**config.mk**
```make
export PLATFORM = sky130hd
export DESIGN_NAME = radio_frame_receiver_decoder_flat
export DESIGN_NICKNAME = d
export VERILOG_FILES = /design/src/rtl/core/rfrd_pkg.sv /design/src/rtl/core/rfrd_channels.sv /design/src/rtl/core/rfrd_front.sv /design/src/rtl/core/rfrd_queue.sv /design/src/rtl/core/rfrd_back.sv /design/src/rtl/core/radio_frame_receiver_decoder.sv /design/src/flat_wrapper.sv
export VERILOG_INCLUDE_DIRS = /design/src /design/src/rtl/core
export SDC_FILE = /design/constraint.sdc
export NUM_CORES = 1
export LEC_CHECK = 0
export ABC_AREA = 1
export BUFFER_PORTS_ARGS = -buffer_cell sky130_fd_sc_hd__buf_2
export CAP_MARGIN = 0
export CORE_ASPECT_RATIO = 1.25
export CORE_UTILIZATION = 45
export CTS_CLUSTER_SIZE = 12
export DETAILED_ROUTE_END_ITERATION = 8
export PLACE_DENSITY = 0.68
export SETUP_SLACK_MARGIN = 0.02
export SKIP_CTS_REPAIR_TIMING = 1
export SLEW_MARGIN = 25
export SYNTH_ARGS = -nofsm -noshare
export SYNTH_HDL_FRONTEND = slang
export SYNTH_HIERARCHICAL = 1
export SYNTH_SLANG_ARGS = --single-unit
```
**constraint.sdc**
```tcl
create_clock -name clk -period 18.6 [get_ports clk]
set_input_delay 4.65 -clock clk [delete_from_list [all_inputs] [get_ports clk]]
set_output_delay 4.65 -clock clk [all_outputs]
set_load 0.005 [all_outputs]
```
**src/rtl/core/radio_frame_receiver_decoder_macros.svh**
```systemverilog
// assertion macros for the radio frame receiver decoder
`ifndef RADIO_FRAME_RECEIVER_DECODER_MACROS_SVH
`define RADIO_FRAME_RECEIVER_DECODER_MACROS_SVH
`ifndef ASSERT_OFF
// checked on clk, masked while arst_n is low
`define RFRD_ASSERT(label, prop) \
	label: assert property (@(posedge clk) disable iff (!arst_n) prop) \
		else $error("rfrd assertion failed");
// checked on clk, also while arst_n is low
`define RFRD_ASSERT_RST(label, prop) \
	label: assert property (@(posedge clk) prop) \
		else $error("rfrd reset assertion failed");
`else
`define RFRD_ASSERT(label, prop)
`define RFRD_ASSERT_RST(label, prop)
`endif
`endif

```
**src/rtl/core/rfrd_pkg.sv**
```systemverilog
// shared constants, types and helpers for the radio frame receiver decoder
package rfrd_pkg;

	// frame store sizing
	localparam int BUFFER_DEPTH = 32;
	localparam int FILL_W       = $clog2(BUFFER_DEPTH + 1);
	// only the leading bytes of a frame are ever decoded
	localparam int DECODE_BYTES = 9;
	localparam int IDX_W        = $clog2(DECODE_BYTES);

	// queue between front and back, power of two deep
	localparam int QUEUE_DEPTH  = 4;
	localparam int QPTR_W       = $clog2(QUEUE_DEPTH);
	localparam int QCNT_W       = $clog2(QUEUE_DEPTH + 1);

	// byte values
	localparam logic [7:0] TERMINATOR       = 8'h7E;
	localparam logic [7:0] MSG_TEST         = 8'h70;
	localparam logic [7:0] MSG_STATUS       = 8'h71;
	localparam logic [7:0] MSG_EMERGENCY    = 8'h50;
	localparam logic [7:0] MSG_SILENCE      = 8'h61;
	localparam logic [7:0] MSG_MISSING      = 8'hD2;
	localparam logic [7:0] CO_CODE          = 8'h41;
	localparam logic [7:0] FIRE_CODE1       = 8'h81;
	localparam logic [7:0] FIRE_CODE2       = 8'h82;
	localparam logic [7:0] STATUS_BASE_MASK = 8'h04;
	localparam logic [7:0] STATUS_BATT_MASK = 8'h42;
	localparam logic [7:0] TEST_PASS_CODE   = 8'h01;

	// minimum frame lengths, terminator included
	localparam int LEN_TEST      = 9;
	localparam int LEN_STATUS    = 8;
	localparam int LEN_EMERGENCY = 7;
	localparam int LEN_SILENCE   = 7;
	localparam int LEN_MISSING   = 10;
	localparam int LEN_MIN       = 2;

	// reset value of the timeout register
	localparam logic [15:0] TIMEOUT_RESET = 16'd100;

	// reported event kinds
	localparam logic [3:0] EV_TEST      = 4'd0;
	localparam logic [3:0] EV_STATUS    = 4'd1;
	localparam logic [3:0] EV_EMERGENCY = 4'd2;
	localparam logic [3:0] EV_SILENCE   = 4'd3;
	localparam logic [3:0] EV_MISSING   = 4'd4;
	localparam logic [3:0] EV_MALFORMED = 4'd5;
	localparam logic [3:0] EV_UNKNOWN   = 4'd6;
	localparam logic [3:0] EV_OVERFLOW  = 4'd7;
	localparam logic [3:0] EV_TIMEOUT   = 4'd8;

	// alarm classes
	localparam logic [1:0] CLS_NONE = 2'd0;
	localparam logic [1:0] CLS_CO   = 2'd1;
	localparam logic [1:0] CLS_FIRE = 2'd2;

	// job kinds passed from front to back
	localparam logic [1:0] JOB_FRAME    = 2'd0;
	localparam logic [1:0] JOB_OVERFLOW = 2'd1;
	localparam logic [1:0] JOB_TIMEOUT  = 2'd2;

	typedef struct packed {
		logic [1:0]                   kind;
		logic [FILL_W-1:0]            len;
		logic [DECODE_BYTES-1:0][7:0] bytes;
	} job_t;

	typedef struct packed {
		logic [3:0]  event_kind;
		logic [7:0]  message_type;
		logic [23:0] device_id;
		logic [15:0] model_code;
		logic [7:0]  event_code;
		logic [7:0]  status_byte;
		logic [1:0]  alarm_class;
		logic        test_passed;
		logic        base_on;
		logic        battery_low;
		logic [5:0]  frame_length;
	} result_t;

	typedef struct packed {
		logic full;
		logic empty;
	} q_status_t;

	// alarm class of an event code byte
	function automatic logic [1:0] alarm_of(input logic [7:0] code);
		logic [1:0] cls;
		cls = CLS_NONE;
		if (code == CO_CODE) begin
			cls = CLS_CO;
		end else if (code == FIRE_CODE1 || code == FIRE_CODE2) begin
			cls = CLS_FIRE;
		end
		return cls;
	endfunction

endpackage

```
**src/rtl/core/rfrd_channels.sv**
```systemverilog
// valid/ready channel interfaces for input items and decoded results
interface rfrd_in_if;
	logic       valid;
	logic       ready;
	logic       action;
	logic [7:0] rx_byte;

	modport source (output valid, output action, output rx_byte, input ready);
	modport sink (input valid, input action, input rx_byte, output ready);
endinterface

interface rfrd_out_if;
	logic        valid;
	logic        ready;
	logic [3:0]  event_kind;
	logic [7:0]  message_type;
	logic [23:0] device_id;
	logic [15:0] model_code;
	logic [7:0]  event_code;
	logic [7:0]  status_byte;
	logic [1:0]  alarm_class;
	logic        test_passed;
	logic        base_on;
	logic        battery_low;
	logic [5:0]  frame_length;

	modport source (output valid, output event_kind, output message_type, output device_id,
		output model_code, output event_code, output status_byte, output alarm_class,
		output test_passed, output base_on, output battery_low, output frame_length,
		input ready);
	modport sink (input valid, input event_kind, input message_type, input device_id,
		input model_code, input event_code, input status_byte, input alarm_class,
		input test_passed, input base_on, input battery_low, input frame_length,
		output ready);
endinterface

```
**src/rtl/core/rfrd_front.sv**
```systemverilog
// front end: frame assembly, overflow and timeout tracking, job issue
module rfrd_front import rfrd_pkg::*; (
	input  logic            clk,
	input  logic            arst_n,
	rfrd_in_if.sink         in_ch,
	input  logic            cfg_we,
	input  logic [15:0]     cfg_wdata,
	input  q_status_t       q_stat,
	output logic            job_valid,
	output job_t            job
);

	logic [FILL_W-1:0] fill_q, fill_d;
	logic              disc_q, disc_d;
	logic [15:0]       age_q, age_d;
	logic [15:0]       timeout_q;
	logic [7:0]        frame_q [DECODE_BYTES];
	logic              store_we;
	logic [IDX_W-1:0]  store_idx;
	logic [15:0]       age_inc;
	logic              accept;

	// a transfer needs room in the queue for its possible job
	assign in_ch.ready = !q_stat.full;
	assign accept      = in_ch.valid && in_ch.ready;

	assign age_inc   = (age_q == 16'hFFFF) ? age_q : age_q + 16'd1;
	assign store_idx = fill_q[IDX_W-1:0];

	// next state and job
	always_comb begin
		fill_d    = fill_q;
		disc_d    = disc_q;
		age_d     = age_q;
		store_we  = 1'b0;
		job_valid = 1'b0;
		job.kind  = JOB_FRAME;
		job.len   = fill_q + 1'b1;
		for (int i = 0; i < DECODE_BYTES; i++) begin
			job.bytes[i] = (fill_q == FILL_W'(i)) ? in_ch.rx_byte : frame_q[i];
		end
		if (accept) begin
			if (in_ch.action) begin
				age_d = age_inc;
				if ((fill_q != '0 || disc_q) && age_inc >= timeout_q) begin
					fill_d    = '0;
					disc_d    = 1'b0;
					job_valid = 1'b1;
					job.kind  = JOB_TIMEOUT;
				end
			end else if (disc_q) begin
				if (in_ch.rx_byte == TERMINATOR) begin
					fill_d = '0;
					disc_d = 1'b0;
				end
			end else if (fill_q < FILL_W'(BUFFER_DEPTH)) begin
				if (fill_q == '0) begin
					age_d = '0;
				end
				store_we = (fill_q < FILL_W'(DECODE_BYTES));
				fill_d   = fill_q + 1'b1;
				if (in_ch.rx_byte == TERMINATOR) begin
					fill_d    = '0;
					job_valid = 1'b1;
					job.kind  = JOB_FRAME;
				end
			end else begin
				fill_d    = '0;
				disc_d    = 1'b1;
				age_d     = '0;
				job_valid = 1'b1;
				job.kind  = JOB_OVERFLOW;
			end
		end
	end

	// control state and timeout register
	always_ff @(posedge clk or negedge arst_n) begin
		if (!arst_n) begin
			fill_q    <= '0;
			disc_q    <= 1'b0;
			age_q     <= '0;
			timeout_q <= TIMEOUT_RESET;
		end else begin
			fill_q <= fill_d;
			disc_q <= disc_d;
			age_q  <= age_d;
			if (cfg_we) begin
				timeout_q <= cfg_wdata;
			end
		end
	end

	// leading bytes of the frame store
	always_ff @(posedge clk) begin
		for (int i = 0; i < DECODE_BYTES; i++) begin
			if (store_we && store_idx == IDX_W'(i)) begin
				frame_q[i] <= in_ch.rx_byte;
			end
		end
	end

endmodule

```
**src/rtl/core/rfrd_queue.sv**
```systemverilog
// job queue between front and back
module rfrd_queue import rfrd_pkg::*; (
	input  logic      clk,
	input  logic      arst_n,
	input  logic      push,
	input  job_t      push_job,
	input  logic      pop,
	output job_t      head_job,
	output q_status_t q_stat
);

	job_t              mem_q [QUEUE_DEPTH];
	logic [QPTR_W-1:0] wr_ptr_q, rd_ptr_q;
	logic [QCNT_W-1:0] count_q;

	assign q_stat.full  = (count_q == QCNT_W'(QUEUE_DEPTH));
	assign q_stat.empty = (count_q == '0);
	assign head_job     = mem_q[rd_ptr_q];

	// pointers and fill level
	always_ff @(posedge clk or negedge arst_n) begin
		if (!arst_n) begin
			wr_ptr_q <= '0;
			rd_ptr_q <= '0;
			count_q  <= '0;
		end else begin
			if (push) begin
				wr_ptr_q <= wr_ptr_q + 1'b1;
			end
			if (pop) begin
				rd_ptr_q <= rd_ptr_q + 1'b1;
			end
			case ({push, pop})
				2'b10:   count_q <= count_q + 1'b1;
				2'b01:   count_q <= count_q - 1'b1;
				default: count_q <= count_q;
			endcase
		end
	end

	// entry storage
	always_ff @(posedge clk) begin
		if (push) begin
			mem_q[wr_ptr_q] <= push_job;
		end
	end

endmodule

```
**src/rtl/core/rfrd_back.sv**
```systemverilog
// back end: frame decode and result output register
module rfrd_back import rfrd_pkg::*; (
	input  logic      clk,
	input  logic      arst_n,
	input  job_t      head_job,
	input  q_status_t q_stat,
	output logic      pop,
	rfrd_out_if.source out_ch
);

	result_t           res;
	result_t           res_q;
	logic              valid_q;
	logic              known;
	logic [3:0]        kind_ev;
	logic [FILL_W-1:0] need;

	// take the next job when the output register is free or being emptied
	assign pop = !q_stat.empty && (!valid_q || out_ch.ready);

	// decode of the queue head
	always_comb begin
		res     = '0;
		known   = 1'b1;
		kind_ev = EV_TEST;
		need    = FILL_W'(LEN_TEST);
		case (head_job.kind)
			JOB_OVERFLOW: res.event_kind = EV_OVERFLOW;
			JOB_TIMEOUT:  res.event_kind = EV_TIMEOUT;
			JOB_FRAME: begin
				res.message_type = head_job.bytes[0];
				res.frame_length = 6'(head_job.len);
				case (head_job.bytes[0])
					MSG_TEST: begin
						kind_ev = EV_TEST;
						need    = FILL_W'(LEN_TEST);
					end
					MSG_STATUS: begin
						kind_ev = EV_STATUS;
						need    = FILL_W'(LEN_STATUS);
					end
					MSG_EMERGENCY: begin
						kind_ev = EV_EMERGENCY;
						need    = FILL_W'(LEN_EMERGENCY);
					end
					MSG_SILENCE: begin
						kind_ev = EV_SILENCE;
						need    = FILL_W'(LEN_SILENCE);
					end
					MSG_MISSING: begin
						kind_ev = EV_MISSING;
						need    = FILL_W'(LEN_MISSING);
					end
					default: known = 1'b0;
				endcase
				if (head_job.len < FILL_W'(LEN_MIN)) begin
					res.event_kind = EV_MALFORMED;
				end else if (!known) begin
					res.event_kind = EV_UNKNOWN;
				end else if (head_job.len < need) begin
					res.event_kind = EV_MALFORMED;
				end else begin
					res.event_kind = kind_ev;
					if (kind_ev == EV_MISSING) begin
						res.device_id = {head_job.bytes[6], head_job.bytes[7],
							head_job.bytes[8]};
					end else if (kind_ev == EV_STATUS) begin
						res.device_id   = {head_job.bytes[1], head_job.bytes[2],
							head_job.bytes[3]};
						res.model_code  = {head_job.bytes[4], head_job.bytes[5]};
						res.status_byte = head_job.bytes[6];
						res.base_on     = |(head_job.bytes[6] & STATUS_BASE_MASK);
						res.battery_low = |(head_job.bytes[6] & STATUS_BATT_MASK);
					end else begin
						res.device_id   = {head_job.bytes[1], head_job.bytes[2],
							head_job.bytes[3]};
						res.event_code  = head_job.bytes[4];
						res.status_byte = head_job.bytes[5];
						res.base_on     = 1'b1;
						if (kind_ev == EV_TEST) begin
							res.model_code  = {head_job.bytes[6], head_job.bytes[7]};
							res.test_passed = (head_job.bytes[5] == TEST_PASS_CODE);
						end
						if (kind_ev != EV_SILENCE) begin
							res.alarm_class = alarm_of(head_job.bytes[4]);
						end
					end
				end
			end
			default: res = '0;
		endcase
	end

	// output valid
	always_ff @(posedge clk or negedge arst_n) begin
		if (!arst_n) begin
			valid_q <= 1'b0;
		end else if (pop) begin
			valid_q <= 1'b1;
		end else if (out_ch.ready) begin
			valid_q <= 1'b0;
		end
	end

	// output payload
	always_ff @(posedge clk) begin
		if (pop) begin
			res_q <= res;
		end
	end

	assign out_ch.valid        = valid_q;
	assign out_ch.event_kind   = res_q.event_kind;
	assign out_ch.message_type = res_q.message_type;
	assign out_ch.device_id    = res_q.device_id;
	assign out_ch.model_code   = res_q.model_code;
	assign out_ch.event_code   = res_q.event_code;
	assign out_ch.status_byte  = res_q.status_byte;
	assign out_ch.alarm_class  = res_q.alarm_class;
	assign out_ch.test_passed  = res_q.test_passed;
	assign out_ch.base_on      = res_q.base_on;
	assign out_ch.battery_low  = res_q.battery_low;
	assign out_ch.frame_length = res_q.frame_length;

endmodule

```
**src/rtl/core/radio_frame_receiver_decoder.sv**
```systemverilog
// top level of the radio frame receiver decoder
//
//  channel   | direction | payload
//  ----------+-----------+---------------------------------------------------
//  in_ch     | sink      | action, rx_byte
//  out_ch    | source    | event_kind .. frame_length, one decoded event
//  cfg_*     | write     | frame_timeout_ticks, 16 bits
//
// One byte or tick is taken every cycle while in_ch.ready is high; the job enters the
// queue at the accepting edge, and its result is valid from the output register once popped.
// in_ch.ready falls only when the four-entry job queue is full, which happens
// when out_ch stalls. Reset clears the fill count, discard flag, frame age,
// queue and output valid at once; no clearing pass is needed.
`include "radio_frame_receiver_decoder_macros.svh"
module radio_frame_receiver_decoder import rfrd_pkg::*; (
	input  logic        clk,
	input  logic        arst_n,
	rfrd_in_if.sink     in_ch,
	rfrd_out_if.source  out_ch,
	input  logic        cfg_we,
	input  logic [15:0] cfg_wdata
);

	logic      push;
	logic      pop;
	job_t      new_job;
	job_t      head_job;
	q_status_t q_stat;

	// frame assembly
	rfrd_front u_front (
		.clk       (clk),
		.arst_n    (arst_n),
		.in_ch     (in_ch),
		.cfg_we    (cfg_we),
		.cfg_wdata (cfg_wdata),
		.q_stat    (q_stat),
		.job_valid (push),
		.job       (new_job)
	);

	// job queue
	rfrd_queue u_queue (
		.clk      (clk),
		.arst_n   (arst_n),
		.push     (push),
		.push_job (new_job),
		.pop      (pop),
		.head_job (head_job),
		.q_stat   (q_stat)
	);

	// decode and output
	rfrd_back u_back (
		.clk      (clk),
		.arst_n   (arst_n),
		.head_job (head_job),
		.q_stat   (q_stat),
		.pop      (pop),
		.out_ch   (out_ch)
	);

	// no job written into a full queue
	`RFRD_ASSERT(a_no_push_full, push |-> !q_stat.full)
	// no job taken from an empty queue
	`RFRD_ASSERT(a_no_pop_empty, pop |-> !q_stat.empty)
	// a result register that is emptied with nothing queued goes idle
	`RFRD_ASSERT(a_drain_idle, (out_ch.valid && out_ch.ready && q_stat.empty) |=> !out_ch.valid)
	// nothing pending while reset is held
	`RFRD_ASSERT_RST(a_reset_idle, !arst_n |-> (!out_ch.valid && q_stat.empty))

endmodule
```
**src/flat_wrapper.sv**
```systemverilog
// flat-port wrapper written by rule: the top's interface ports become plain ports
module radio_frame_receiver_decoder_flat import rfrd_pkg::*;
  (clk, arst_n, cfg_we, cfg_wdata, in_ch_valid, in_ch_action, in_ch_rx_byte, in_ch_ready, out_ch_valid, out_ch_event_kind, out_ch_message_type, out_ch_device_id, out_ch_model_code, out_ch_event_code, out_ch_status_byte, out_ch_alarm_class, out_ch_test_passed, out_ch_base_on, out_ch_battery_low, out_ch_frame_length, out_ch_ready);
  rfrd_in_if in_ch_i ();
  rfrd_out_if out_ch_i ();
  input  logic clk;
  input  logic arst_n;
  input  logic cfg_we;
  input  logic [15:0] cfg_wdata;
  input wire logic [$bits(in_ch_i.valid)-1:0] in_ch_valid;
  input wire logic [$bits(in_ch_i.action)-1:0] in_ch_action;
  input wire logic [$bits(in_ch_i.rx_byte)-1:0] in_ch_rx_byte;
  output wire logic [$bits(in_ch_i.ready)-1:0] in_ch_ready;
  output wire logic [$bits(out_ch_i.valid)-1:0] out_ch_valid;
  output wire logic [$bits(out_ch_i.event_kind)-1:0] out_ch_event_kind;
  output wire logic [$bits(out_ch_i.message_type)-1:0] out_ch_message_type;
  output wire logic [$bits(out_ch_i.device_id)-1:0] out_ch_device_id;
  output wire logic [$bits(out_ch_i.model_code)-1:0] out_ch_model_code;
  output wire logic [$bits(out_ch_i.event_code)-1:0] out_ch_event_code;
  output wire logic [$bits(out_ch_i.status_byte)-1:0] out_ch_status_byte;
  output wire logic [$bits(out_ch_i.alarm_class)-1:0] out_ch_alarm_class;
  output wire logic [$bits(out_ch_i.test_passed)-1:0] out_ch_test_passed;
  output wire logic [$bits(out_ch_i.base_on)-1:0] out_ch_base_on;
  output wire logic [$bits(out_ch_i.battery_low)-1:0] out_ch_battery_low;
  output wire logic [$bits(out_ch_i.frame_length)-1:0] out_ch_frame_length;
  input wire logic [$bits(out_ch_i.ready)-1:0] out_ch_ready;
  assign in_ch_i.valid = in_ch_valid;
  assign in_ch_i.action = in_ch_action;
  assign in_ch_i.rx_byte = in_ch_rx_byte;
  assign in_ch_ready = in_ch_i.ready;
  assign out_ch_valid = out_ch_i.valid;
  assign out_ch_event_kind = out_ch_i.event_kind;
  assign out_ch_message_type = out_ch_i.message_type;
  assign out_ch_device_id = out_ch_i.device_id;
  assign out_ch_model_code = out_ch_i.model_code;
  assign out_ch_event_code = out_ch_i.event_code;
  assign out_ch_status_byte = out_ch_i.status_byte;
  assign out_ch_alarm_class = out_ch_i.alarm_class;
  assign out_ch_test_passed = out_ch_i.test_passed;
  assign out_ch_base_on = out_ch_i.base_on;
  assign out_ch_battery_low = out_ch_i.battery_low;
  assign out_ch_frame_length = out_ch_i.frame_length;
  assign out_ch_i.ready = out_ch_ready;
  radio_frame_receiver_decoder u_core (.clk(clk), .arst_n(arst_n), .in_ch(in_ch_i), .out_ch(out_ch_i), .cfg_we(cfg_we), .cfg_wdata(cfg_wdata));
endmodule
```
==> results of run 1 <==
[sequential cells by signal, summed over array words and instances, names as in the netlist, 4 cells and up]
| signal | count |
|---|---|
| u_core/u_back/out_ch.model_code | 16 |
| u_core/u_back/out_ch.event_code | 8 |
| u_core/u_front/timeout_q | 16 |
| u_core/u_back/out_ch.frame_length | 6 |
| u_core/u_back/out_ch.status_byte | 8 |
| u_core/u_queue/mem_q | 320 |
| u_core/u_back/out_ch.event_kind | 4 |
| u_core/u_back/out_ch.device_id | 24 |
| u_core/u_back/out_ch.message_type | 8 |
| u_core/u_front/age_q | 16 |
| u_core/u_front/frame_q | 72 |
| u_core/u_front/fill_q | 6 |
[logic make-up after synthesis]
family	Yosys count
AO/OA/AOI/OAI	324
XOR/XNOR	15
adder cells (fa/ha/maj)	30
buffers and inverters	368
flip-flops	518
multiplexers	1
AND/OR/NAND/NOR	720
[worst max-delay path, stage by stage]
cell and delay (ns):
sky130_fd_sc_hd__buf_2 0.16, sky130_fd_sc_hd__inv_1 0.25, sky130_fd_sc_hd__nand4_1 0.13, sky130_fd_sc_hd__nor2_1 0.26, sky130_fd_sc_hd__inv_1 0.09, sky130_fd_sc_hd__nand2_1 0.06, sky130_fd_sc_hd__and3_1 0.32, sky130_fd_sc_hd__nand2_1 0.11
sky130_fd_sc_hd__clkinv_2 0.51, sky130_fd_sc_hd__buf_4 0.72
[synthesized netlist by cell type (5+ instances only)]
cell | instances | area [µm²]
sky130_fd_sc_hd__buf_2 | 29 | 145.1
sky130_fd_sc_hd__nor2_1 | 83 | 311.6
sky130_fd_sc_hd__ha_1 | 29 | 362.9
sky130_fd_sc_hd__edfxtp_1 | 471 | 14140
sky130_fd_sc_hd__o21ai_0 | 98 | 490.5
sky130_fd_sc_hd__nand3_2 | 8 | 80.08
sky130_fd_sc_hd__o211ai_2 | 80 | 1001
sky130_fd_sc_hd__nand2_1 | 513 | 1926
sky130_fd_sc_hd__nor3_2 | 5 | 50.05
sky130_fd_sc_hd__inv_2 | 11 | 41.29
sky130_fd_sc_hd__o211ai_1 | 80 | 600.6
sky130_fd_sc_hd__buf_6 | 43 | 484.2
sky130_fd_sc_hd__xor2_1 | 13 | 113.9
sky130_fd_sc_hd__nand4_1 | 49 | 306.5
sky130_fd_sc_hd__clkbuf_1 | 10 | 37.54
sky130_fd_sc_hd__o21ai_2 | 9 | 78.83
sky130_fd_sc_hd__inv_1 | 269 | 1010
sky130_fd_sc_hd__nand2_2 | 10 | 62.56
sky130_fd_sc_hd__a21oi_1 | 37 | 185.2
sky130_fd_sc_hd__dfrtp_1 | 44 | 1101
sky130_fd_sc_hd__nor2_2 | 8 | 50.05
sky130_fd_sc_hd__nor3_1 | 12 | 60.06
sky130_fd_sc_hd__o21ai_1 | 8 | 40.04
sky130_fd_sc_hd__nand3_1 | 16 | 80.08
[layout make-up]
class | instances | area (µm²)
Clock inverter | 14 | 103.9
Fill cell | 4311 | 25240
Tap cell | 658 | 823.3
Clock buffer | 63 | 1395
Sequential cell | 518 | 15330
Inverter | 281 | 1065
Multi-Input combinational cell | 1090 | 6142
Antenna cell | 1 | 2.502
Timing Repair Buffer | 123 | 660.6
[routing by layer]
metal  wire (µm)  global-route usage [%]  share of wire [%]
met3        3106                   3.323                5.9
met1       21270                   25.68                 40
met5           0                       0                  0
met2       26420                   34.26                 50
met4        1928                   8.066                3.7
[metrics by stage]
step | setup slack [ns] | area (µm²)
floorplan | 8.518 | 23240
global route | 11.30 | 25520
finish | 11.49 | 25520
global placement | 10.87 | 24020
detailed placement | 10.87 | 24020
CTS | 11.49 | 25520
[power by group through the flow]
stage	clock network (mW)	logic [mW]	registers, mW
5_1_grt	1.01	1.20	1.58
3_3_place_gp	0	1.06	1.59
3_5_place_dp	0	1.09	1.59
6_report	0.955	1.09	1.57
4_1_cts	0.972	1.09	1.57
2_1_floorplan	0	0.840	1.55
[how the worst max path moves through the flow]
stage                                                  to  slack [ns]              from  cells past startpoint
detailed placement   u_core/u_queue/mem_q[0][5]$_DFFE_PP_       10.87  in_ch_rx_byte[0]                     10
global route        u_core/u_queue/mem_q[0][73]$_DFFE_PP_       11.30  in_ch_rx_byte[0]                     10
finish               u_core/u_queue/mem_q[2][1]$_DFFE_PP_       11.49  in_ch_rx_byte[0]                     10
floorplan           u_core/u_queue/count_q[2]$_DFFE_PN0P_        8.52      out_ch_ready                      9
global placement     u_core/u_queue/mem_q[0][1]$_DFFE_PP_       10.87  in_ch_rx_byte[0]                     10
CTS                  u_core/u_queue/mem_q[0][7]$_DFFE_PP_       11.49  in_ch_rx_byte[0]                     10
==> out/qor.yml, run 1 <==
status: "finished clean"
synth_enable_flop_cells: 471
initial_antenna_violation_count: 2
cts_root_buffer: "sky130_fd_sc_hd__clkbuf_16"
hpwl_mm: 35.01
clock_insertion_delay_worst_skew_ns: 0.59
groute.usage.overall_pct: 20.22
syn-cell-area_um2: 23240
clk_pin_slew_worst_paths_ns: 0.05
synth_top_flop_cell: "sky130_fd_sc_hd__edfxtp_1"
async_reset_ff_share_pct: 9.073
unrepaired_setup_endpoints_after_global_routing: "no"
final_period_minus_worst_setup_slack_ns: 7.106
cts_max_path_buffers: 3
fp.dieArea_um2: 52560
synthToLayoutAreaGrowth_pct: 9.831
finalSetupTns_ns: 0
gpl.final_weighted_congestion: 0.9442
yosys.cell_types.count: 49
synth_compound_area_share_pct: 10.73
r2r_cells: 15
drtAntennaViolNets: 0
min_to: "u_core/u_queue/count_q[2]$_DFFE_PN0P_"
power.total_mw: 3.607
final_common_cell: "sky130_fd_sc_hd__nand2_1"
vias: 14600
p_int_mw: 2.322
core_region_area_um2: 50760
netSwitchingPower_mw: 1.285
number_of_buffers_added_by_the_clock_tree_synthesis_step: 52
r2r-start: "u_core/u_queue/rd_ptr_q[1]$_DFFE_PN0P_"
post_synth_inst_count: 1976
buffer_ports.inserted: 110
worst_hold_path_type: "register to register"
cap_violations: 0
critPathCaptureType: "register"
critical_path_required_ns: 18.82
synth_nets: 2036
ys_seq_elements: 518
synthSimpleGateAreaFrac_pct: 13.39
timing.hold.ws_ns: 0.4986
worstMarginPinSlew_ns: 0.9833
num_io_pins: 111
crit_arrival_ns: 7.32
cp_max_fo: 48
firstDrtPassIters: 5
first_global_vias: 14160
chipHeight_um: 256.1
final-setup-viol-count: 0
worstHoldPathCells: 2
floorplan.initialDensity_pct: 45.78
first_pass_grt_wire_length_mm: 80.67
layout.core_utilization_pct: 50.28
routed_wire_length_per_instance_um: 19.19
path_class: "input pin to register"
synth.yosys.seq_area_share_pct: 65.94
timing.critical_path.from_type: "input pin"
share_clk_of_total_power_pct: 26.5
cellPowerDensity_nw_per_um2: 141.3
fp.dieW_um: 205.3
setup_slack_on_the_worst_flop_to_flop_path_ns: 13.38
synth.yosys.warnings: 6
postSynthAreaPerCell_um2: 11.76
synth_top_family_by_area: "simple AND/OR/NAND/NOR gates"
row_count: 92
drt_iter0_drc: 1061
cts_tree: "yes"
leakage_nw: 10.35
vias_per_cell: 5.313
layout_common_cells: "sky130_fd_sc_hd__nand2_1 (513), sky130_fd_sc_hd__edfxtp_1 (471), sky130_fd_sc_hd__inv_1 (265)"
synth_adder_area_share_pct: 1.648
cts_sinks: 518
pwr-share-comb_pct: 30.1
grt_overflow: 0
drc: 0
layout-drive-gt1-share_pct: 16.28
ir_drop_uv: 99.31
worstHoldStart: "u_core/u_queue/count_q[2]$_DFFE_PN0P_"
maximum_number_of_pins_on_one_net_before_global_route_repair: 168
post_layout_nonfiller_instances: 2748
numPlacedInstances: 2670
cts.htree.levels: 2
synth.mux.area_fraction_pct: 0.04846
fmax_ghz: 0.1407
reg2reg_to: "u_core/u_back/out_ch.device_id[0]$_SDFFCE_PP0P_"
drv_slew: 0
max-slew-margin-rel_pct: 34.45
final.period_utilization_pct: 38.20
power_frac_seq_pct: 43.4
fin_worst_skew_ns: 0.01473
switching_share_pct: 35.63
finalHoldViolCount: 0
nets: 2126
synthXorXnorAreaFrac_pct: 0.5653
totalWireLength_mm: 52.73
Note: power is estimated with default switching activity, not from simulation.
==> inputs of run 2 (changes only) <==
Settings changed: PLACE_DENSITY 0.68 to 0.71.
Clock period 18.6 ns to 6.1 ns, I/O delays scaled along.
==> run 2 against run 1 <==
- critical path type is now register to register
- combinational power grew to 3.1 times the previous value
- final area grew 0.11%
- setup slack lost 9.8 ns
- wire length grew 2.0%
- utilization grew 0.057 points
- largest power group unchanged
- non-clock buffer count is the same
- via count is essentially flat
- critical endpoint is now u_core/u_queue/mem_q[2][9]$_DFFE_PP_
- power grew to 3.0 times the previous value
- clock-buffer cell count grew 3
- clock skew grew 0.025 ns
- largest cell class unchanged
- register-to-register slack lost 12 ns
==> out/qor.yml, run 2 (synthesis results as in run 1) <==
row_count: 92  # unchanged
cellPowerDensity_nw_per_um2: 430.4  # +200%
topRoutingLayerUsed: "met5"
cts_root_buffer: "sky130_fd_sc_hd__clkbuf_16"
drc: 0  # unchanged
ir_drop_uv: 289.0  # +190%
p_int_mw: 7.015  # +200%
routed_wire_length_per_instance_um: 19.55  # +1.9%
cts_tree: "yes"
number_of_buffers_added_by_the_clock_tree_synthesis_step: 52  # unchanged
timing.hold.ws_ns: 0.5159  # +0.01735 ns
first_global_vias: 14120  # -0.31%
totalWireLength_mm: 53.78  # +2.0%
finalHoldViolCount: 0  # unchanged
maximum_number_of_pins_on_one_net_before_global_route_repair: 217  # +29%
drtAntennaViolNets: 0  # unchanged
route.met3.wl_mm: 2.892  # -6.9%
vias: 14610  # +0.096%
fin_worst_skew_ns: 0.03934  # +0.02461 ns
final.period_utilization_pct: 72.23
fmax_ghz: 0.2270
final-setup-viol-count: 0  # unchanged
worstPathCellList: "ha_1, nand2_1, nor2_2, nand2_1, nor2_2, inv_2, o21ai_0, ha_1, nand2_1, inv_1, nand2_1, nor2_1, nor2_1, nand2_1, nand2_1, nand2_1, nand2_1, nand2_2, and3_1, nand2_1, clkinv_2, buf_4"
unrepaired_setup_endpoints_after_global_routing: "no"
finalSetupTns_ns: 0  # unchanged
cts.htree.levels: 2  # unchanged
final_common_cell: "sky130_fd_sc_hd__nand2_1"
finalInstanceArea_um2: 25550  # +0.11%
core_region_area_um2: 50760  # unchanged
ant_diodes: 0  # -1
cap_violations: 0  # unchanged
firstDrtPassIters: 6  # +1
critical_path_required_ns: 6.37  # -12.45 ns
final.fill_count: 4353  # +0.97%
timing.critical_path.from_type: "register"
worstMarginPinSlew_ns: 1.083  # +0.09971 ns
first_pass_grt_wire_length_mm: 82.23  # +1.9%
hpwl_mm: 36.11  # +3.2%
max-slew-margin-rel_pct: 27.80  # -6.6 points
clk_pin_slew_worst_paths_ns: 0.06  # about the same
detailed_place.area_um2: 24060  # +0.16%
gpl.final_weighted_congestion: 0.9051  # -4.1%
synthToLayoutAreaGrowth_pct: 9.955
chipHeight_um: 256.1  # unchanged
drt_iter0_drc: 1135  # +7.0%
vias_per_cell: 5.312  # about the same
crit_path_max_incr_delay_ns: 0.49  # -0.23 ns
cts_sinks: 518  # unchanged
final_period_minus_worst_setup_slack_ns: 4.406
initial_antenna_violation_count: 1  # -1
power.total_mw: 11.00  # +200%
status: "finished clean"
path_class: "register to register"
pwr-share-comb_pct: 31.1  # +1.0 points
cts_max_path_buffers: 3  # unchanged
dr_wl_met2_mm: 26.94  # +2.0%
groute.usage.overall_pct: 20.66  # +0.43 points
num_io_pins: 111  # unchanged
buffer_ports.inserted: 110  # unchanged
floorplan.initialDensity_pct: 45.78  # unchanged
share_clk_of_total_power_pct: 26.0  # -0.5 points
crit_arrival_ns: 4.67  # -2.65 ns
power_frac_seq_pct: 42.9  # -0.5 points
cp_max_fo: 34  # -29%
critPathCaptureType: "register"
slowest_stage: "sky130_fd_sc_hd__clkinv_2"
netSwitchingPower_mw: 3.983  # +210%
fp.dieArea_um2: 52560  # unchanged
switching_share_pct: 36.22  # +0.59 points
fp.dieW_um: 205.3  # unchanged
layout-drive-gt1-share_pct: 16.24  # -0.031 points
critical_path.most_common_cell: "sky130_fd_sc_hd__nand2_1"
numPlacedInstances: 2670  # unchanged
leakage_nw: 10.34  # about the same
drv_slew: 0  # unchanged
clock_insertion_delay_worst_skew_ns: 0.63  # +0.04 ns
largest_register: "u_core/u_queue/mem_q"
layout_common_cells: "sky130_fd_sc_hd__nand2_1 (513), sky130_fd_sc_hd__edfxtp_1 (471), sky130_fd_sc_hd__inv_1 (265)"
grt_overflow: 0  # unchanged
largest_register_ffs: 320  # unchanged
nets: 2126  # unchanged
post_layout_nonfiller_instances: 2751  # +0.11%
worst_hold_path_type: "register to register"
drt-met1-wl_mm: 22.36  # +5.1%
-- run 2: path summary, 6_finish.rpt --
check	from	to	slack [ns]	cells past startpoint
max	u_core/u_front/age_q[0]$_DFFE_PN0P_	u_core/u_queue/mem_q[2][9]$_DFFE_PP_	1.69	22
min	u_core/u_front/timeout_q[2]$_DFFE_PN1P_	u_core/u_front/timeout_q[2]$_DFFE_PN1P_	0.52	2
max reg2reg	u_core/u_front/age_q[0]$_DFFE_PN0P_	u_core/u_queue/mem_q[2][9]$_DFFE_PP_	1.69	22
min reg2reg	u_core/u_front/timeout_q[2]$_DFFE_PN1P_	u_core/u_front/timeout_q[2]$_DFFE_PN1P_	0.52	2
max in group asynchronous	arst_n	u_core/u_queue/rd_ptr_q[0]$_DFFE_PN0P_	4.56	2
min in group asynchronous	arst_n	u_core/u_front/age_q[11]$_DFFE_PN0P_	1.03	2
-- run 2: final cells by class --
type,count,area [µm²],share of cell area (%)
inverters,281,1065,4.167
repair buffers,123,698.2,2.732
clock buffers,66,1354,5.298
multi-input cells,1090,6142,24.04
clock inverters,15,138.9,0.5435
well taps,658,823.3,3.222
flip-flops and latches,518,15330,60.00
-- run 2: layer usage --
layer	GRT usage, %	vias to the layer above
li1	-	6951
met4	6.831	2
met3	2.916	80
met2	35.51	501
met1	26.65	7080
met5	0	-
-- run 2: critical path, delay by kind of cell, from the launching register on --
family                     cells  cell delay (ns)
DFF                            1             0.45
adders and majority gates      2             0.58
and+or+nand+nor               15             1.49
buffers and inverters          4             1.25
AOI/OAI and AO/OA              1             0.21
-- run 2: power by group through the flow --
stage                     clock [mW]  sequential (mW)  combinational [mW]
after floorplan                    0             4.72                2.56
after global placement             0             4.78                3.34
after detailed placement           0             4.79                3.42
after CTS                       2.92             4.72                3.43
after global routing            3.05             4.75                3.77
final                           2.86             4.71                3.42
-- run 2: per-stage QoR --
step,setup slack [ns],utilization (%)
2_1_floorplan,0.8950,-
3_3_place_gp,1.772,47.39
3_5_place_dp,1.698,47.39
4_1_cts,1.657,50.34
5_1_grt,1.274,50.34
6_report,1.694,50.34
==> inputs of run 3 (changes only) <==
Clock period 6.1 ns to 4.01 ns, I/O delays scaled along.
==> run 3 against run 2 <==
- final area is 1.7% higher
- fmax is 20% higher
- flip-flop and latch count stayed put
- wire length is 0.88% lower
- register-to-register slack worse by 1.4 ns
- combinational power is 53% higher
- via count is 0.81% higher
- cell count is 1.3% higher
- worst hold slack worse by 0.060 ns
- clock skew is 0.0072 ns lower
- power is 55% higher
- critical endpoint is now u_core/u_queue/count_q[2]$_DFFE_PN0P_
==> out/qor.yml, run 3 (synthesis results as in run 1) <==
status: "finished clean"
power_frac_seq_pct: 41.8  # -1.1 points
gpl.final_weighted_congestion: 0.8907  # -1.6%
grtUsageMet1_pct: 25.36  # -1.3 points
reg2reg_to: "u_core/u_queue/count_q[2]$_DFFE_PN0P_"
largest_register: "u_core/u_queue/mem_q"
drt_iter0_drc: 1240  # +9.3%
layout.core_utilization_pct: 51.21  # +0.87 points
drc: 0  # unchanged
worst_hold_path_type: "input pin to async pin"
cap_violations: 0  # unchanged
gr-usage-met2_pct: 35.94  # +0.43 points
cp_max_fo: 8  # -76%
grt_busiest_layer: "met2"
share_clk_of_total_power_pct: 27.5  # +1.5 points
critPathCaptureType: "register"
crit_path_max_incr_delay_ns: 0.45  # -0.04 ns
fmax_ghz: 0.2713  # +20%
final.fill_count: 4259  # -2.2%
cts.htree.levels: 2  # unchanged
final_critical_path_setup_slack_ns: 0.3246  # -1.370 ns
first_global_vias: 14450  # +2.4%
final_common_cell: "sky130_fd_sc_hd__nand2_1"
worst_setup_path_startpoint: "u_core/u_front/age_q[0]$_DFFE_PN0P_"
crit_arrival_ns: 4.17  # -0.50 ns
worstMarginPinSlew_ns: 0.9888  # -0.09419 ns
p_int_mw: 11.07  # +58%
clk_pin_slew_worst_paths_ns: 0.06  # about the same
switching_share_pct: 34.88  # -1.3 points
initial_antenna_violation_count: 0  # -1
chipHeight_um: 256.1  # unchanged
routed_wire_length_per_instance_um: 19.13  # -2.1%
slowest_stage: "sky130_fd_sc_hd__dfrtp_2"
r2r_cells: 28  # +27%
clock_insertion_delay_worst_skew_ns: 0.60  # -0.03 ns
finalInstanceArea_um2: 26000  # +1.7%
firstDrtPassIters: 6  # unchanged
cellPowerDensity_nw_per_um2: 653.8  # +52%
final-setup-viol-count: 0  # unchanged
maximum_number_of_pins_on_one_net_before_global_route_repair: 167  # -23%
synthToLayoutAreaGrowth_pct: 11.87
netSwitchingPower_mw: 5.929  # +49%
leakage_nw: 10.53  # +1.8%
row_count: 92  # unchanged
largest_register_ffs: 320  # unchanged
first_pass_grt_wire_length_mm: 81.60  # -0.76%
cts_sinks: 518  # unchanged
cts_max_path_buffers: 3  # unchanged
fp.dieW_um: 205.3  # unchanged
vias_per_cell: 5.288  # -0.46%
groute.layer.met3.usage_pct: 2.712  # -0.20 points
drtAntennaViolNets: 0  # unchanged
area.sequential_um2: 15330  # about the same
pwr-share-comb_pct: 30.7  # -0.4 points
multiInputGateArea_um2: 6148  # +0.10%
core_region_area_um2: 50760  # unchanged
buffer_ports.inserted: 110  # unchanged
layout-drive-gt1-share_pct: 17.44  # +1.2 points
preCtsSetupSlack_ns: 0.1615  # -1.536 ns
number_of_buffers_added_by_the_clock_tree_synthesis_step: 52  # unchanged
path_class: "register to register"
timing.critical_path.from_type: "register"
final.period_utilization_pct: 91.91  # +20 points
ir_drop_uv: 489.5  # +69%
layout_common_cells: "sky130_fd_sc_hd__nand2_1 (513), sky130_fd_sc_hd__edfxtp_1 (471), sky130_fd_sc_hd__inv_1 (265)"
vias: 14730  # +0.81%
critical_path.most_common_cell: "sky130_fd_sc_hd__nand2_1"
unrepaired_setup_endpoints_after_global_routing: "no"
cts_tree: "yes"
fin_worst_skew_ns: 0.03218  # -0.007164 ns
cts_root_buffer: "sky130_fd_sc_hd__clkbuf_16"
timing.hold.ws_ns: 0.4563  # -0.05963 ns
final_period_minus_worst_setup_slack_ns: 3.685  # -0.7203 ns
drv_slew: 0  # unchanged
r2r-start: "u_core/u_front/age_q[0]$_DFFE_PN0P_"
num_io_pins: 111  # unchanged
fp.dieArea_um2: 52560  # unchanged
floorplan.initialDensity_pct: 45.78  # unchanged
max-slew-margin-rel_pct: 33.83  # +6.0 points
hpwl_mm: 34.86  # -3.5%
setup_slack_on_the_worst_flop_to_flop_path_ns: 0.32  # -1.37 ns
numPlacedInstances: 2696  # +0.97%
critical_path_required_ns: 4.49  # -1.88 ns
groute.usage.overall_pct: 20.44  # -0.21 points
detailed_place.area_um2: 24360  # +1.3%
grt_overflow: 0  # unchanged
critPathCapture: "u_core/u_queue/count_q[2]$_DFFE_PN0P_"
finalHoldViolCount: 0  # unchanged
totalWireLength_mm: 53.31  # -0.88%
post_layout_nonfiller_instances: 2786  # +1.3%
nets: 2152  # +1.2%
## run 3: final cells by class
cell class | count | area share [%]
clock buffer | 78 | 5.496
tap | 658 | 3.167
inverter | 281 | 4.144
antenna | 1 | 0.009626
multi-input combinational | 1090 | 23.65
clock inverter | 11 | 0.7268
sequential | 518 | 58.98
timing repair buffer | 149 | 3.822
## run 3: how the worst min path moves through the flow
stage | startpoint | endpoint | slack, ns
global placement | u_core/u_front/timeout_q[2]$_DFFE_PN1P_ | u_core/u_front/timeout_q[2]$_DFFE_PN1P_ | 0.49
global route | arst_n | u_core/u_back/out_ch.valid$_DFFE_PN0P_ | 0.51
floorplan | u_core/u_queue/count_q[2]$_DFFE_PN0P_ | u_core/u_queue/count_q[2]$_DFFE_PN0P_ | 0.46
finish | arst_n | u_core/u_back/out_ch.valid$_DFFE_PN0P_ | 0.46
detailed placement | u_core/u_front/timeout_q[6]$_DFFE_PN1P_ | u_core/u_front/timeout_q[6]$_DFFE_PN1P_ | 0.50
CTS | arst_n | u_core/u_back/out_ch.valid$_DFFE_PN0P_ | 0.47
## run 3: power groups by stage
| stage | sequential [mW] | clock, mW | combinational (mW) |
|---|---|---|---|
| 4_1_cts | 7.12 | 4.76 | 5.21 |
| 5_1_grt | 7.18 | 4.95 | 5.75 |
| 3_5_place_dp | 7.23 | 0 | 5.18 |
| 2_1_floorplan | 7.16 | 0 | 3.90 |
| 6_report | 7.11 | 4.67 | 5.22 |
| 3_3_place_gp | 7.20 | 0 | 5.06 |
## run 3: worst max-delay path, delay by kind of cell (launching register included)
kind | cells | cell delay (ns)
adder cells (fa/ha/maj) | 4 | 1.06
flip-flops | 1 | 0.45
AND/OR/NAND/NOR | 20 | 1.79
buffers and inverters | 3 | 0.20
AO/OA/AOI/OAI | 1 | 0.07
## run 3: metrics by stage
stage          power (mW)  setup TNS, ns
4_1_cts             17.09              0
5_1_grt             17.88              0
3_5_place_dp        12.41              0
6_report            17.00              0
3_3_place_gp        12.26              0
2_1_floorplan       11.06         -50.26
## run 3: routing by layer
layer	vias to the layer above	part of all wire, %	routed length, µm
li1	7016	-	-
met3	109	6.1	3241
met2	571	51	27090
met1	7036	40	21200
met4	0	3.4	1786
met5	-	0	0
